$ cat src/rtl/gbvs_pkg.sv
// ---------------------------------------------------------------------------
// Ground brake velocity step package
// Shared constants and the side-band type that runs beside the root pipeline.
// ---------------------------------------------------------------------------
package gbvs_pkg;

  localparam int SQRT_STAGES = 31;
  localparam int SIDE_LEN    = SQRT_STAGES - 1;
  localparam int NUM_STAGES  = SQRT_STAGES + 4;

  localparam logic [30:0] THR_FLOOR   = 31'h0000a000;
  localparam logic [30:0] MAG_MAX     = 31'h7fffffff;
  localparam logic [32:0] INCLINE_MIN = 33'sh000000300;
  localparam logic [32:0] UNIT_Q12    = 33'sh000001000;
  localparam logic [21:0] RECIP_13    = 22'd2581111;

  typedef struct packed {
    logic signed [31:0] v_x;
    logic signed [31:0] v_y;
    logic signed [31:0] v_z;
    logic signed [31:0] nv_x;
    logic signed [31:0] nv_y;
    logic signed [31:0] nv_z;
    logic signed [31:0] given;
    logic               allow;
    logic [7:0]         mstate;
    logic [30:0]        thr;
    logic               cap;
  } side_t;

endpackage

$ cat src/rtl/gbvs_sqrt.sv
// ---------------------------------------------------------------------------
// Pipelined integer square root
// Floor square root of a 62-bit value, one result bit per register stage.
// ---------------------------------------------------------------------------
module gbvs_sqrt (
  input  logic        clk,
  input  logic        en,
  input  logic [61:0] t_in,
  output logic [30:0] root
);

  logic [63:0] rem_r  [gbvs_pkg::SQRT_STAGES];
  logic [30:0] root_r [gbvs_pkg::SQRT_STAGES];

  genvar s;
  generate
    for (s = 0; s < gbvs_pkg::SQRT_STAGES; s++) begin : g_stage
      localparam int J = gbvs_pkg::SQRT_STAGES - 1 - s;
      logic [63:0] rem_prev;
      logic [30:0] root_prev;
      logic [63:0] trial;

      if (s == 0) begin : g_first
        assign rem_prev  = {2'b00, t_in};
        assign root_prev = '0;
      end else begin : g_next
        assign rem_prev  = rem_r[s-1];
        assign root_prev = root_r[s-1];
      end

      assign trial = ({33'd0, root_prev} << (J + 1)) | (64'd1 << (2 * J));

      always_ff @(posedge clk) begin
        if (en) begin
          if (rem_prev >= trial) begin
            rem_r[s]  <= rem_prev - trial;
            root_r[s] <= root_prev | (31'd1 << J);
          end else begin
            rem_r[s]  <= rem_prev;
            root_r[s] <= root_prev;
          end
        end
      end
    end
  endgenerate

  assign root = root_r[gbvs_pkg::SQRT_STAGES-1];

endmodule

$ cat config.mk
export PLATFORM = sky130hd
export DESIGN_NAME = gbvs_sqrt
export DESIGN_NICKNAME = d
export VERILOG_FILES = /design/src/rtl/gbvs_pkg.sv /design/src/rtl/gbvs_sqrt.sv
export SDC_FILE = /design/constraint.sdc
export NUM_CORES = 2
export LEC_CHECK = 0
export BUFFER_PORTS_ARGS = -buffer_cell sky130_fd_sc_hd__buf_4
export CORE_ASPECT_RATIO = 1.2
export CORE_MARGIN = 10
export CORE_UTILIZATION = 50
export DETAILED_ROUTE_END_ITERATION = 7
export PLACE_DENSITY = 0.65
export SYNTH_ARGS = -nofsm -noshare
export SYNTH_HDL_FRONTEND = slang
export SYNTH_SLANG_ARGS = --single-unit
$ cat constraint.sdc
create_clock -name clk -period 7.2 [get_ports clk]
set_clock_uncertainty 0.2 [all_clocks]
set_input_delay 1.08 -clock clk [delete_from_list [all_inputs] [get_ports clk]]
set_output_delay 1.08 -clock clk [all_outputs]
set_load 0.03 [all_outputs]
; ---- Word-level counts from Yosys, hierarchy flattened
; Memory sizes are Yosys's and may differ from the RTL's.
; Cells that the tools add are included.
[classes]
add_sub_neg = 31
magnitude_cmp = 31
n_mux = 248
n_bitwise = 62
[op_table]
columns = operator, count
row1 = $mux 64, 31
row2 = $mux 31, 31
row3 = $mux 1, 186
row4 = $ge 64x32->1, 1
row5 = $ge 64x33->1, 1
row6 = $ge 64x34->1, 1
row7 = $ge 64x35->1, 1
row8 = $ge 64x36->1, 1
row9 = $ge 64x37->1, 1
row10 = $ge 64x38->1, 1
row11 = $ge 64x39->1, 1
row12 = $ge 64x40->1, 1
row13 = $ge 64x41->1, 1
row14 = $ge 64x42->1, 1
row15 = $ge 64x43->1, 1
row16 = $ge 64x44->1, 1
row17 = $ge 64x45->1, 1
row18 = $ge 64x46->1, 1
row19 = $ge 64x47->1, 1
row20 = $ge 64x48->1, 1
row21 = $ge 64x49->1, 1
row22 = $ge 64x50->1, 1
row23 = $ge 64x51->1, 1
row24 = $ge 64x52->1, 1
row25 = other kinds (42), 103
[totals]
regBits = 0
mem_bits_rw = 2945
inputBits = 64
wordCells = 374
memories = 2
[mem_list]
columns = name, depth, width, read_ports, rd_clocked_by_memory_dff, write_ports, line
row1 = rem_r, 31, 64, 30, 0, 31, gbvs_sqrt.sv:12  ; logic [63:0] rem_r [gbvs_pkg::SQRT_STAGES];
row2 = root_r, 31, 31, 31, 0, 31, gbvs_sqrt.sv:13  ; logic [30:0] root_r [gbvs_pkg::SQRT_STAGES];

; ---- Longest topological paths before layout
; An unclocked memory read counts as a cell.
[depth]
word_depth = 6
ltp_mapped = 16

; ---- Worst setup path after synthesis
; OpenSTA, ideal clock, no wires.
[synth_timing]
path_kind = input to register
start = input en
end = memory rem_r[26][0], in the netlist rem_r[1][640], enable pin
t_arrival_ns = 4.845
path_slack_ns = 1.673
path_stages = 6
path_buffers = 6
path_cell_list = clkbuf_1 > clkbuf_1 > clkbuf_1 > clkbuf_1 > clkbuf_1 > clkbuf_1
[synth_rtl]
columns = item, line
row1 = start: declaration, gbvs_sqrt.sv:7  ; input logic en,
row2 = end: declaration, gbvs_sqrt.sv:12

==> impl_metrics.csv <==
group,metric,value,unit
route,vias,73857,
layout,fin_nets,10065,
clock_tree,cts.sinks,2415,
clock_tree,cts_root_buf,"clkbuf_16",
synthesis,synth_top_family_by_area,"simple AND/OR/NAND/NOR gates",
critical_path,crit_fanout,11,
synthesis,synth-compound-area-share,0.09200,
critical_path,crit_path_max_incr_delay,0.75,ns
critical_path,path_class,"flop to flop",
critical_path,crit_slowest_cell,"nor4_1",
synthesis,ys.warnings.count,0,
route,drt_iter0_markers,6778,
die,io_pins,95,
layout,multi_input_area,40250,um^2
die,die_y,547.5,um
critical_path,endpoint_kind,"flop",
synthesis,synth.largest_area_cell,"edfxtp_1",
synthesis,synthXorXnorAreaFrac,0.06670,
synthesis,yosysMostFrequentCell,"edfxtp_1",
synthesis,yosysSeqAreaShare,0.6254,
place,place.gp.congestion,0.9010,
die,dieArea,251700,um^2
synthesis,synth.area.top_cells,"edfxtp_1, ha_1, xor2_1, xnor2_1, nand2_1",
global_route,gr-usage-all-layers,0.2132,
layout,drive_above_1_share,0.07023,
timing,fin_setup_tns,0,ns
clock_tree,postCtsSetupBuffers,0,
timing,fin_crit_sh,0.7136,
die,core_area,230600,um^2
power,power,0.03972,W
global_route,grt_pass1_wl,425000,um
global_route,grt_pass1_vias,72701,
route,vias_per_cell,5.819,
synthesis,synth_seq_cells,2415,
critical_path,crit_path_frequent_cell,"nand4_1",
timing,holdWs,0.1262,ns
route,wire_per_inst,21.75,um
clock_tree,clock_path_buffers,4,
timing,fmax,0.1946,GHz
route,drc,0,
critical_path,worstPathCellList,"ha_1 > nand4_1 > or3_1 > nor4_1 > o21ai_0 > a41o_1 > and3_1 > nor2_1 > nand4_1 > nor4b_1 > xor2_1",
layout,fill_cells,18740,
power,peakVddDrop,0.0002159,V
global_route,grt-ovfl-total,0,
critical_path,start_kind,"flop",
die,start_util,0.5028,
synthesis,synth_cell_type_count,86,
synthesis,synthArstFlopShare,0,
timing,rsz0062_at_grt,"no",
timing,post-route-min-period,5.138,ns
clock_tree,cts_hold_buf,0,
synthesis,synthFlopType,"edfxtp_1",
clock_tree,clkLatencyLatePin,0.91,ns
place,dpl_cell_area,120300,um^2
timing,relSlewSlack,0.2326,
run_status,outcome,"completed",
place,dp_hpwl,207200,um
critical_path,critical_path_required,7.60,ns
synthesis,synth_simple_gate_area_frac,0.1246,
route,postRouteAntennaNets,0,
global_route,grt_max_degree,176,
die,die_w,459.6,um
synthesis,synth_edf_count,2415,
layout,fin_area,128300,um^2
synthesis,netlist_instances,9293,
timing,drv_slew,0,
power,p_leak,47.43,nW
clock_tree,cts.clk_slew.worst_paths,0.07,ns
clock_tree,cts_tree,"built",
place,portBuffers,94,
synthesis,yosys.area.top_type_share,0.6254,
hold_path,hold_path.class,"input port to flop",
layout,regArea,72520,um^2
timing,finalHoldViolations,0,
layout,syn_to_final_growth,10.61,%
die,std_cell_rows,193,
clock_tree,cts_max_level,4,
synthesis,synth_fa_ha_area_frac,0.05665,
synthesis,synth_nets,9882,
synthesis,synthTopCellsByCount,"edfxtp_1, nand2_1, inv_1",
timing,setup_viol,0,
synthesis,synthMuxAreaShare,0.006722,
clock_tree,numCtsBuffers,243,
global_route,antenna_found_initial,3,
route,drtPass1Iterations,6,
synthesis,syn-cell-area,116000,um^2
route,drt-total-wl,276000,um
flow_run,maxCapViolations,0,
critical_path,cp_data_arrival_time,5.53,ns
synthesis,avgSynthCellArea,12.48,um^2
power,powerDensity,309.7,nW/um^2
clock_tree,cts_resized,0,
timing,worst-slew-pin-transition,1.141,ns
## cells by family after synthesis
kind of cell | Yosys count
AND/OR/NAND/NOR | 2814
flip-flops | 2415
AO/OA/AOI/OAI | 1730
XOR/XNOR | 883
buffers and inverters | 856
adder cells (fa/ha/maj) | 525
multiplexers | 70
## critical path: cells and delay by family, from the launching register on
family / cells / cell delay, ns
xor gates and xnor gates: 1 / 0.11
and+or+nand+nor: 7 / 2.84
DFF: 1 / 0.41
adders and majority gates: 1 / 0.47
AOI/OAI and AO/OA: 2 / 0.84
## where the power goes
part | switching, W | leakage [nW] | internal (W) | total (W)
combinational | 0.00465 | 20.3 | 0.00315 | 0.00780
clock | 0.00538 | 3.85 | 0.00737 | 0.0128
sequential | 0.00144 | 23.2 | 0.0177 | 0.0192
total | 0.0115 | 47.4 | 0.0282 | 0.0397
## layout by cell type (no fill, tap or decap), types with 55 or more instances in the layout
cell	n
nand2_1	743
o21ai_0	547
nand2b_1	111
edfxtp_1	2415
o21a_1	108
a21oi_1	467
xor2_1	454
xnor2_1	429
nand3_1	141
inv_1	643
or3_1	131
ha_1	525
o21bai_1	56
nor3_1	248
nor2b_1	73
a21o_1	210
nor2_1	530
nand4_1	147
mux2_2	63
buf_4	138
nor4_1	339
or4_1	58
or2_2	55
nor4b_1	58
clkbuf_16	245
## metrics by stage
stage / instances / worst slack (ns) / utilization
3_5_place_dp: 12252 / 2.236 / 0.5214
3_3_place_gp: 12252 / 2.136 / 0.5214
5_1_grt: 12691 / 1.894 / 0.5561
4_1_cts: 12689 / 2.216 / 0.5561
6_report: 12693 / 2.062 / 0.5561
2_1_floorplan: 9293 / 1.673 / -
## routing by layer
metal,up-vias,wire (um),GRT usage
li1,35047,-,-
met3,447,13000,0.02433
met2,1983,140400,0.3770
met1,36380,115400,0.2776
met5,-,0,0
met4,0,7227,0.05728
## final timing paths
check	startpoint	endpoint	slack, ns	cells after the start
max	rem_r[1][540]$_DFFE_PP_	rem_r[1][631]$_DFFE_PP_	2.06	11
min	t_in[32]	rem_r[0][32]$_DFFE_PP_	0.13	1
min reg2reg	rem_r[1][210]$_DFFE_PP_	rem_r[1][274]$_DFFE_PP_	0.21	0
max reg2reg	rem_r[1][540]$_DFFE_PP_	rem_r[1][631]$_DFFE_PP_	2.06	11
## sequential cells by signal, indices dropped and copies added, names as in the netlist
| name | flops |
|---|---|
| rem_r | 1919 |
| root_r | 496 |
## final cells by class
cell class | count | area share
Antenna cell | 3 | 0.00005853
Clock buffer | 280 | 0.04883
Multi-Input combinational cell | 6022 | 0.3139
Clock inverter | 157 | 0.01346
Tap cell | 3022 | 0.02948
Sequential cell | 2415 | 0.5654
Timing Repair Buffer | 151 | 0.01005
Inverter | 643 | 0.01882
Note: power is estimated with default switching activity, not from simulation.
